$ cat src/hdl/lmrs_pkg.sv
// shared types and constants for the led matrix row scan driver
// no dependencies; imported by the sequencer and the top level
package lmrs_pkg;

   // input word opcodes
   typedef enum logic [2:0] {
      OP_TICK          = 3'd0,
      OP_START_REFRESH = 3'd1,
      OP_SET_PIXEL     = 3'd2,
      OP_WRITE_ROW     = 3'd3,
      OP_ALL_ON        = 3'd4,
      OP_ALL_OFF       = 3'd5,
      OP_START_CLEAR   = 3'd6,
      OP_NOP           = 3'd7
   } lmrs_op_type;

   // dwell length after reset
   localparam logic [15:0] DWELL_RESET = 16'd200;

   // sequencer commands for one word
   typedef struct packed {
      logic tick;
      logic start_refresh;
      logic start_clear;
   } lmrs_cmd_type;

   // shift register pins and busy flag
   typedef struct packed {
      logic busy;
      logic latch;
      logic clock;
      logic data;
   } lmrs_pins_type;

endpackage

$ cat src/hdl/lmrs_seq.sv
// refresh and clear pin sequencer, one pin event per tick
// depends on lmrs_pkg for the command and pin structs
module lmrs_seq #(
   parameter int ROWS    = 8,
   parameter int COLUMNS = 8
) (
   input  logic                          clock,
   input  logic                          reset,
   input  logic                          step,
   input  lmrs_pkg::lmrs_cmd_type        cmd,
   input  logic [COLUMNS-1:0]            row_word,
   input  logic [15:0]                   dwell_ticks,
   output logic [$clog2(ROWS)-1:0]       scan_row,
   output lmrs_pkg::lmrs_pins_type       pins,
   output logic [ROWS-1:0]               row_lines
);
   import lmrs_pkg::*;

   localparam int RW = $clog2(ROWS);
   localparam int BW = $clog2(COLUMNS);

   typedef enum logic [3:0] {
      PH_IDLE, PH_R_LAT_LO, PH_R_DATA, PH_R_CLK_HI, PH_R_CLK_LO, PH_R_LAT_HI,
      PH_R_ROW_ON, PH_R_DWELL, PH_R_ROW_OFF, PH_C_DATA, PH_C_CLK_HI,
      PH_C_CLK_LO, PH_C_LAT_HI, PH_C_LAT_LO
   } phase_type;

   phase_type         phase_ff, phase_in;
   logic [RW-1:0]     row_ff, row_in;
   logic [BW-1:0]     bit_ff, bit_in;
   logic [15:0]       dwell_ff, dwell_in;
   logic              data_ff, data_in;
   logic              clk_ff, clk_in;
   logic              latch_ff, latch_in;
   logic [ROWS-1:0]   rows_ff, rows_in;
   logic              idle;
   logic              last_bit;
   logic              last_row;
   logic [15:0]       dwell_dec;

   assign idle     = (phase_ff == PH_IDLE);
   assign last_bit = (bit_ff == BW'(COLUMNS - 1));
   assign last_row = (row_ff == RW'(ROWS - 1));
   assign dwell_dec = (dwell_ff != 16'd0) ? dwell_ff - 16'd1 : dwell_ff;

   // next pin event
   always_comb begin
      phase_in = phase_ff;
      row_in   = row_ff;
      bit_in   = bit_ff;
      dwell_in = dwell_ff;
      data_in  = data_ff;
      clk_in   = clk_ff;
      latch_in = latch_ff;
      rows_in  = rows_ff;
      if (idle) begin
         if (cmd.start_refresh) begin
            row_in   = '0;
            bit_in   = '0;
            phase_in = PH_R_LAT_LO;
         end else if (cmd.start_clear) begin
            bit_in   = '0;
            phase_in = PH_C_DATA;
         end
      end else if (cmd.tick) begin
         unique case (phase_ff)
            PH_R_LAT_LO: begin
               latch_in = 1'b0;
               bit_in   = '0;
               phase_in = PH_R_DATA;
            end
            PH_R_DATA: begin
               data_in  = row_word[BW'(COLUMNS - 1) - bit_ff];
               phase_in = PH_R_CLK_HI;
            end
            PH_R_CLK_HI: begin
               clk_in   = 1'b1;
               phase_in = PH_R_CLK_LO;
            end
            PH_R_CLK_LO: begin
               clk_in   = 1'b0;
               bit_in   = last_bit ? '0 : bit_ff + BW'(1);
               phase_in = last_bit ? PH_R_LAT_HI : PH_R_DATA;
            end
            PH_R_LAT_HI: begin
               latch_in = 1'b1;
               phase_in = PH_R_ROW_ON;
            end
            PH_R_ROW_ON: begin
               rows_in[row_ff] = 1'b0;
               dwell_in        = dwell_ticks;
               phase_in        = PH_R_DWELL;
            end
            PH_R_DWELL: begin
               dwell_in = dwell_dec;
               if (dwell_dec == 16'd0) begin
                  phase_in = PH_R_ROW_OFF;
               end
            end
            PH_R_ROW_OFF: begin
               rows_in[row_ff] = 1'b1;
               row_in          = last_row ? '0 : row_ff + RW'(1);
               phase_in        = last_row ? PH_IDLE : PH_R_LAT_LO;
            end
            PH_C_DATA: begin
               data_in  = 1'b0;
               bit_in   = '0;
               phase_in = PH_C_CLK_HI;
            end
            PH_C_CLK_HI: begin
               clk_in   = 1'b1;
               phase_in = PH_C_CLK_LO;
            end
            PH_C_CLK_LO: begin
               clk_in   = 1'b0;
               phase_in = PH_C_LAT_HI;
            end
            PH_C_LAT_HI: begin
               latch_in = 1'b1;
               phase_in = PH_C_LAT_LO;
            end
            PH_C_LAT_LO: begin
               latch_in = 1'b0;
               bit_in   = last_bit ? '0 : bit_ff + BW'(1);
               phase_in = last_bit ? PH_IDLE : PH_C_CLK_HI;
            end
            default: begin
               phase_in = PH_IDLE;
            end
         endcase
      end
   end

   // state and pin registers
   always_ff @(posedge clock) begin
      if (reset) begin
         phase_ff <= PH_IDLE;
         row_ff   <= '0;
         bit_ff   <= '0;
         dwell_ff <= '0;
         data_ff  <= 1'b0;
         clk_ff   <= 1'b0;
         latch_ff <= 1'b0;
         rows_ff  <= '1;
      end else if (step) begin
         phase_ff <= phase_in;
         row_ff   <= row_in;
         bit_ff   <= bit_in;
         dwell_ff <= dwell_in;
         data_ff  <= data_in;
         clk_ff   <= clk_in;
         latch_ff <= latch_in;
         rows_ff  <= rows_in;
      end
   end

   assign scan_row   = row_ff;
   assign pins.busy  = ~idle;
   assign pins.latch = latch_ff;
   assign pins.clock = clk_ff;
   assign pins.data  = data_ff;
   assign row_lines  = rows_ff;

endmodule

$ cat src/hdl/led_matrix_row_scan_driver.sv
// Row-multiplexed LED matrix driver: a ROWS x COLUMNS frame buffer feeding a serial
// column shift register. Each input word either edits the buffer or starts/advances
// a pin sequence, and produces exactly one response word with the pin levels after
// that word. One word is taken per clock while the response is not stalled; a word
// is held in the input register, then moves on into the response registers.
// The response is the sequencer's pin registers themselves, held until taken; a
// stalled response holds the word in the input register, and a full input register
// accepts no further word. Depends on lmrs_pkg and lmrs_seq.
module led_matrix_row_scan_driver #(
   parameter int ROWS    = 8,
   parameter int COLUMNS = 8
) (
   input  logic        clock,
   input  logic        reset,
   // request words
   input  logic        req_tvalid,
   output logic        req_tready,
   // [2:0] column, [5:3] row_index, [6] pixel_value, [14:7] row_bits, [15] zero
   input  logic [15:0] req_tdata,
   // [2:0] opcode
   input  logic [2:0]  req_tuser,
   // response words
   output logic        rsp_tvalid,
   input  logic        rsp_tready,
   // [0] serial_data, [1] shift_clock, [2] latch, [10:3] row_drive, [11] busy_res,
   // [15:12] zero
   output logic [15:0] rsp_tdata,
   // dwell register
   input  logic        csr_wr_en,
   input  logic [15:0] csr_wr_data
);
   import lmrs_pkg::*;

   localparam int RW = $clog2(ROWS);
   localparam int BW = $clog2(COLUMNS);

   logic                 in_valid_ff;
   lmrs_op_type          in_op_ff;
   logic [14:0]          in_data_ff;
   logic                 rsp_valid_ff;
   logic [15:0]          dwell_ff;
   logic [COLUMNS-1:0]   fb_ff [ROWS];
   logic [COLUMNS-1:0]   fb_in [ROWS];
   logic                 go;
   logic [2:0]           column;
   logic [2:0]           row_idx;
   logic                 pixel;
   logic [7:0]           row_bits;
   logic                 row_ok;
   logic [RW-1:0]        row_sel;
   logic [BW-1:0]        pix_bit;
   lmrs_cmd_type         cmd;
   logic [RW-1:0]        scan_row;
   lmrs_pins_type        pins;
   logic [ROWS-1:0]      row_lines;
   logic [ROWS+7:0]      row_pad;

   // word moves on when the response slot is free or being emptied
   assign go         = in_valid_ff & (~rsp_valid_ff | rsp_tready);
   assign req_tready = ~in_valid_ff | go;

   // input register
   always_ff @(posedge clock) begin
      if (reset) begin
         in_valid_ff <= 1'b0;
         in_op_ff    <= OP_NOP;
         in_data_ff  <= '0;
      end else begin
         if (req_tready) begin
            in_valid_ff <= req_tvalid;
         end
         if (req_tvalid && req_tready) begin
            in_op_ff   <= lmrs_op_type'(req_tuser);
            in_data_ff <= req_tdata[14:0];
         end
      end
   end

   assign column   = in_data_ff[2:0];
   assign row_idx  = in_data_ff[5:3];
   assign pixel    = in_data_ff[6];
   assign row_bits = in_data_ff[14:7];
   assign row_ok   = (int'(row_idx) < ROWS);
   assign row_sel  = RW'(row_idx);
   assign pix_bit  = BW'(COLUMNS - 1) - BW'(column);

   // sequencer commands
   always_comb begin
      cmd.tick          = (in_op_ff == OP_TICK);
      cmd.start_refresh = (in_op_ff == OP_START_REFRESH);
      cmd.start_clear   = (in_op_ff == OP_START_CLEAR);
   end

   // frame buffer edits
   always_comb begin
      fb_in = fb_ff;
      unique case (in_op_ff)
         OP_SET_PIXEL: begin
            if (row_ok) begin
               fb_in[row_sel][pix_bit] = pixel;
            end
         end
         OP_WRITE_ROW: begin
            if (row_ok) begin
               fb_in[row_sel] = COLUMNS'(row_bits);
            end
         end
         OP_ALL_ON: begin
            for (int i = 0; i < ROWS; i++) begin
               fb_in[i] = '1;
            end
         end
         OP_ALL_OFF: begin
            for (int i = 0; i < ROWS; i++) begin
               fb_in[i] = '0;
            end
         end
         default: begin
         end
      endcase
   end

   // frame buffer, dwell register and response valid
   always_ff @(posedge clock) begin
      if (reset) begin
         for (int i = 0; i < ROWS; i++) begin
            fb_ff[i] <= '0;
         end
         dwell_ff     <= DWELL_RESET;
         rsp_valid_ff <= 1'b0;
      end else begin
         if (go) begin
            fb_ff <= fb_in;
         end
         if (csr_wr_en) begin
            dwell_ff <= csr_wr_data;
         end
         if (go) begin
            rsp_valid_ff <= 1'b1;
         end else if (rsp_tready) begin
            rsp_valid_ff <= 1'b0;
         end
      end
   end

   lmrs_seq #(
      .ROWS    (ROWS),
      .COLUMNS (COLUMNS)
   ) u_seq (
      .clock       (clock),
      .reset       (reset),
      .step        (go),
      .cmd         (cmd),
      .row_word    (fb_ff[scan_row]),
      .dwell_ticks (dwell_ff),
      .scan_row    (scan_row),
      .pins        (pins),
      .row_lines   (row_lines)
   );

   // response word, rows beyond eight not shown
   assign row_pad    = (ROWS + 8)'(row_lines);
   assign rsp_tvalid = rsp_valid_ff;
   assign rsp_tdata  = {4'b0000, pins.busy, row_pad[7:0], pins.latch, pins.clock,
                        pins.data};

endmodule

$ cat config.mk
export PLATFORM = sky130hd
export DESIGN_NAME = led_matrix_row_scan_driver
export DESIGN_NICKNAME = d
export VERILOG_FILES = /design/src/hdl/lmrs_pkg.sv /design/src/hdl/lmrs_seq.sv /design/src/hdl/led_matrix_row_scan_driver.sv
export SDC_FILE = /design/constraint.sdc
export NUM_CORES = 1
export LEC_CHECK = 0
export ABC_CLOCK_PERIOD_IN_PS = 2400
export CAP_MARGIN = 20
export CORE_ASPECT_RATIO = 1.5
export CORE_MARGIN = 5
export CORE_UTILIZATION = 50
export CTS_CLUSTER_SIZE = 10
export DETAILED_ROUTE_END_ITERATION = 7
export DONT_BUFFER_PORTS = 1
export RECOVER_POWER = 100
export SLEW_MARGIN = 20
export SYNTH_ARGS = -nofsm -noshare
export SYNTH_HDL_FRONTEND = slang
export SYNTH_SLANG_ARGS = --single-unit
$ cat constraint.sdc
create_clock -name clock -period 2.4 [get_ports clock]
set_input_delay 0.12 -clock clock [delete_from_list [all_inputs] [get_ports clock]]
set_output_delay 0.12 -clock clock [all_outputs]
set_load 0.01 [all_outputs]
==> impl_metrics.json, run 1 <==
{
  "ys_seq_elements": 137,
  "netlist_area_um2": 8980,
  "grt_max_degree": 128,
  "antennaDiodeCount": 0,
  "clock_skew_ps": 8.58,
  "endpoint_kind": "register",
  "synth_edf_count": 0,
  "rsz0062_at_grt": "true",
  "synthXorXnorAreaFrac_pct": 0.293,
  "cp_top_family": "compound AO/OA/AOI/OAI gates",
  "crit_type": "register to register",
  "dr_total_vias": 8603,
  "firstDrtPassIters": 5,
  "grt_first_pass_wirelength_um": 45600,
  "io_buffer_count": 0,
  "clockPowerShare_pct": 44.3,
  "arrival_ps": 2620,
  "top_layer": "met4",
  "cts_sinks": 137,
  "maxCapViolations": 0,
  "grt_antenna_before_repair": 0,
  "rr_endpoint": "u_seq.phase_ff[2]$_SDFFE_PP0P_",
  "yosys.area_share.simple_pct": 18.9,
  "holdPathStages": 3,
  "drive_above_1_share_pct": 14.1,
  "pwr-share-seq_pct": 43.1,
  "p_leak_nw": 3.76,
  "fin_nets": 1151,
  "critPathBufInv": 1,
  "track_usage_pct": 27.0,
  "ios": 58,
  "tightest_slew_ps": 1110,
  "wire_per_inst_um": 21.0,
  "worst_path_largest_cell_delay_ps": 430,
  "start_util_pct": 50.5,
  "cts_made_buffers": 17,
  "grt_pass1_vias": 8488,
  "detailroute.wirelength.met2_um": 14500,
  "p_per_area_nw_per_um2": 553,
  "die_y_um": 174,
  "hpwl_um": 18700,
  "worst-endpoint-required_ps": 2750,
  "power_w": 0.00565,
  "p_comb_share_pct": 12.6,
  "h-tree-depth": 4,
  "syn_inst": 1110,
  "reg2regPathDepth": 9,
  "core_um2": 17800,
  "drt-met1-wl_um": 11000,
  "p_switching_w": 0.00159,
  "clock.fmax_mhz": 440,
  "synthMuxAreaShare_pct": 15.3,
  "ant_nets": 0,
  "hold_start": "reset",
  "status": "finished clean",
  "place_congestion": 0.911,
  "cts_tree": "built",
  "layout_common_cells": "137 x dfxtp_1, 120 x mux2i_1, 118 x a21oi_1",
  "die-area_um2": 20800,
  "root_buffer": "clkbuf_16",
  "maxSlewHeadroom_pct": 25.7,
  "std_cell_rows": 60,
  "fin_crit_sh_pct": 94.6,
  "finalSetupViolCount": 0,
  "utilization_pct": 57.4,
  "synth.distinct_cells": 69,
  "synth_top_family_by_area": "compound AO/OA/AOI/OAI gates",
  "finalMaxSlewViolations": 0,
  "met3WireLength_um": 1110,
  "syn_to_final_growth_pct": 13.6,
  "cp_max_fo": 6,
  "synth.avg_cell_area_um2": 8.09,
  "path_cells": "inv_1, ha_1, nor2_1, a21oi_1, a2111oi_0, o221a_1, and4_1, nor3_2, a211oi_2",
  "viasPerCell": 6.45,
  "mostFrequentLayoutCell": "dfxtp_1",
  "drc": 0,
  "holdPathEnd": "u_seq.data_ff$_SDFFE_PP0P_",
  "start_kind": "register",
  "async_reset_ff_share_pct": 0,
  "reg2reg_from": "u_seq.dwell_ff[0]$_SDFFE_PP0P_",
  "overflow": 0,
  "hold_class": "primary input to register",
  "hold_viol": 0,
  "clkLatencyLatePin_ps": 430,
  "die_width_um": 119,
  "sw_frac_of_total_pct": 28.2,
  "wl_um": 28000,
  "synth_ff_type": "dfxtp_1",
  "slowest_stage": "a2111oi_0",
  "cts.clk_slew.worst_paths_ps": 60,
  "yosysSeqAreaShare_pct": 30.5,
  "postCtsSetupBuffers": 0,
  "clock_path_buffers": 2,
  "internal_power_w": 0.00405,
  "fillCellCount": 1647,
  "synth_compound_area_share_pct": 27.8,
  "r2r_slack_ps": 130,
  "period_minus_slack_ps": 2270,
  "yosys_warnings": 0,
  "vdd_ir_drop_max_mv": 0.449,
  "synth-adder-area-share_pct": 0.836,
  "drt_iter0_markers": 601
}
## worst register-to-register path, delay by kind of cell, from the launching register on
kind / cells / cell delay (ps)
flops: 1 / 380
fa+ha+maj: 1 / 290
buf+inv: 1 / 100
simple gates: 3 / 440
compound gates: 4 / 990
## cell families (layout without fill, tap and decap cells)
kind of cell | after synthesis | after routing
muxes | 132 | 132
xor gates and xnor gates | 3 | 3
adders and majority gates | 6 | 6
AOI/OAI and AO/OA | 352 | 352
buffers and inverters | 138 | 142
other | 1 | 4
DFF | 137 | 137
and+or+nand+nor | 341 | 341
## Yosys cell counts (all sizes together) (3+ instances only)
master  number  area (um^2)
a211o        6         52.6
a211oi      24          190
a21oi      118          591
a221oi       4         35.0
a22oi        4         30.0
a311oi      32          280
a31oi        9         56.3
and2         7         43.8
and3         6         37.5
buf         35          190
clkbuf      89          334
dfxtp      137         2740
ha           6         75.1
inv         13         48.8
mux2         9          101
mux2i      120         1200
mux4         3         67.6
nand2      111          417
nand2b      17          106
nand3       26          130
nand3b      11         82.6
nand4        6         37.5
nand4b       3         26.3
nor2        94          353
nor2b        6         37.5
nor3        19          115
nor3b        7         57.6
nor4         8         86.3
nor4b        5         50.0
o21ai       53          265
o221a       44          495
o221ai      30          263
o31a         3         26.3
o31ai        4         30.0
o32ai        4         35.0
or2          3         18.8
or3          5         36.3
xor2         3         26.3
## through the flow
step	setup WS, ps	setup TNS, ps	area (um^2)	hold slack, ps	std cells
floorplan	268	0	8990	237	1113
global placement	102	0	9220	202	1260
detailed placement	74.5	0	9220	207	1260
CTS	41.7	0	10200	42.4	1334
global route	-7.28	-7.28	10200	91.4	1334
finish	129	0	10200	57.4	1334
## power by group through the flow
stage	Sequential, W	Clock [W]	Combinational, W
2_1_floorplan	0.00242	0	0.000538
3_3_place_gp	0.00248	0	0.000597
5_1_grt	0.00244	0.00265	0.000780
4_1_cts	0.00243	0.00255	0.000704
6_report	0.00243	0.00250	0.000710
3_5_place_dp	0.00248	0	0.000607
## cell type report
class | count | area (um^2) | area share (%)
clock buffers | 17 | 425 | 4.17
repair buffers | 97 | 887 | 8.69
clock inverters | 14 | 126 | 1.24
multi-input cells | 838 | 5700 | 55.9
inverters | 14 | 52.6 | 0.515
well taps | 217 | 272 | 2.66
flip-flops and latches | 137 | 2740 | 26.9
## worst max-delay path by stage
stage,startpoint,to,slack [ps],cells after the start
global placement,u_seq.dwell_ff[0]$_SDFFE_PP0P_,u_seq.phase_ff[2]$_SDFFE_PP0P_,100,9
CTS,u_seq.dwell_ff[0]$_SDFFE_PP0P_,u_seq.phase_ff[2]$_SDFFE_PP0P_,40,9
finish,u_seq.dwell_ff[0]$_SDFFE_PP0P_,u_seq.phase_ff[2]$_SDFFE_PP0P_,130,9
floorplan,u_seq.dwell_ff[0]$_SDFFE_PP0P_,u_seq.phase_ff[2]$_SDFFE_PP0P_,270,10
detailed placement,u_seq.dwell_ff[0]$_SDFFE_PP0P_,u_seq.phase_ff[2]$_SDFFE_PP0P_,70,9
global route,u_seq.dwell_ff[0]$_SDFFE_PP0P_,u_seq.phase_ff[1]$_SDFFE_PP0P_,-7,9
## metal layers
layer  vias to the layer above  track usage [%]
li1                       4156                -
met1                      4113             31.0
met2                       247             47.8
met3                        87             3.97
met4                         0             14.5
met5                         -                0
## repair_timing
action                                  in CTS  in global routing
hold buffers                                43                  0
endpoints found under the hold margin      137                  0
endpoints found under the setup margin       0                  4
gates resized for setup                      0                  3
(Power assumes the default switching activity.)
==> run 2, diff against run 1 <==
--- a/config.mk
+++ b/config.mk
@@ -14,6 +14,7 @@
 export DETAILED_ROUTE_END_ITERATION = 7
 export DONT_BUFFER_PORTS = 1
 export RECOVER_POWER = 100
+export REMOVE_ABC_BUFFERS = 1
 export SLEW_MARGIN = 20
 export SYNTH_ARGS = -nofsm -noshare
 export SYNTH_HDL_FRONTEND = slang
==> impl_metrics.json, run 2 (synthesized netlist as in run 1, its figures left out) <==
{
  "status": "finished clean",
  "grt_antenna_before_repair": 0,
  "core_um2": 17800,
  "clock_path_buffers": 2,
  "firstDrtPassIters": 5,
  "busiest_layer": "met2",
  "fin_crit_sh_pct": 97.0,
  "cp_max_fo": 4,
  "cts_tree": "built",
  "clock_skew_ps": 17.4,
  "finalSetupViolCount": 0,
  "endpoint_kind": "register",
  "die-area_um2": 20800,
  "wire_per_inst_um": 21.3,
  "wl_um": 28800,
  "std_cell_rows": 60,
  "h-tree-depth": 4,
  "placed_cell_area_um2": 9290,
  "crit_type": "register to register",
  "arrival_ps": 2710,
  "fillCellCount": 1667,
  "maxSlewHeadroom_pct": 45.5,
  "grt_first_pass_wirelength_um": 45300,
  "track_usage_pct": 27.4,
  "grt_max_degree": 128,
  "overflow": 0,
  "root_buffer": "clkbuf_16",
  "ant_nets": 0,
  "hold_class": "primary input to register",
  "io_buffer_count": 0,
  "dr_total_vias": 8719,
  "period_minus_slack_ps": 2330,
  "die_y_um": 174,
  "drt_iter0_markers": 679,
  "ios": 58,
  "p_per_area_nw_per_um2": 566,
  "finalMaxSlewViolations": 0,
  "drc": 0,
  "post-route-cell-area_um2": 10400,
  "layout_common_cells": "137 x dfxtp_1, 120 x mux2i_1, 118 x a21oi_1",
  "place_congestion": 0.903,
  "syn_to_final_growth_pct": 16.0,
  "cts_sinks": 137,
  "worst-endpoint-required_ps": 2790,
  "mostFrequentLayoutCell": "dfxtp_1",
  "cts_made_buffers": 17,
  "grt_pass1_vias": 8345,
  "drive_above_1_share_pct": 15.1,
  "maxCapViolations": 0,
  "antennaDiodeCount": 0,
  "tightest_slew_ps": 818,
  "power_w": 0.00590,
  "met1_usage_pct": 31.0,
  "clock.fmax_mhz": 430,
  "viasPerCell": 6.44,
  "start_util_pct": 50.5,
  "fin_nets": 1169,
  "start_kind": "register",
  "clkLatencyLatePin_ps": 440,
  "p_leak_nw": 3.83,
  "die_width_um": 119,
  "cts.clk_slew.worst_paths_ps": 70,
  "met3_usage_pct": 4.43,
  "postCtsSetupBuffers": 0,
  "rsz0062_at_grt": "true",
  "met2_usage_pct": 48.6,
  "hpwl_um": 18400,
  "hold_viol": 0,
  "vdd_ir_drop_max_mv": 0.348
}
==> run 2: final cells by class <==
type / instances / area, um^2 / area share, %
Clock buffer: 19 / 433 / 4.15
Sequential cell: 137 / 2740 / 26.3
Clock inverter: 13 / 168 / 1.61
Tap cell: 217 / 272 / 2.61
Timing Repair Buffer: 115 / 1040 / 9.99
Multi-Input combinational cell: 838 / 5710 / 54.8
Inverter: 14 / 52.6 / 0.504
==> run 2: metal layers <==
layer | part of all wire (%) | vias up | wire [um]
li1 | - | 4197 | -
met1 | 39 | 4197 | 11400
met2 | 52 | 234 | 14900
met3 | 3.8 | 91 | 1110
met4 | 4.9 | 0 | 1410
met5 | 0 | - | 0
==> run 2: through the flow <==
stage,hold WS [ps],setup WS [ps],utilization [%],cells,TNS [ps]
4_1_cts,29.2,24.9,58.6,1353,0
3_5_place_dp,213,159,52.2,1269,0
5_1_grt,41.1,-5.65,58.6,1353,-9.77
6_report,41.0,72.2,58.6,1353,0
3_3_place_gp,214,183,52.2,1269,0
2_1_floorplan,185,-1830,-,989,-112840
==> run 2: repair_timing <==
item	CTS	global route
hold endpoints to repair	137	0
hold buffers	52	0
gates resized for setup	0	8
setup endpoints to repair	0	7
==> run 2: worst paths after layout <==
check                                 start                        endpoint  slack (ps)  depth (start not counted)
max          u_seq.dwell_ff[1]$_SDFFE_PP0P_  u_seq.dwell_ff[3]$_SDFFE_PP0P_          70                          8
min                                   reset      u_seq.data_ff$_SDFFE_PP0P_          40                          3
max reg2reg  u_seq.dwell_ff[1]$_SDFFE_PP0P_  u_seq.dwell_ff[3]$_SDFFE_PP0P_          70                          8
min reg2reg  u_seq.dwell_ff[1]$_SDFFE_PP0P_  u_seq.dwell_ff[1]$_SDFFE_PP0P_         500                          2
==> run 2: power by group <==
part           leakage (nW)  switching, W  total (W)  internal [W]
Combinational          2.43      0.000437   0.000736      0.000300
Clock                 0.288       0.00109    0.00273       0.00164
Sequential             1.11     0.0000892    0.00243       0.00234
==> run 2: worst max-delay path: stages, from the launching register on <==
cell and delay, ps:
dfxtp_1 360, inv_1 80, ha_1 190, nor4b_1 140, a41o_1 250, o31ai_1 380
o221ai_1 170, a21oi_1 160, dlygate4sd3_1 550
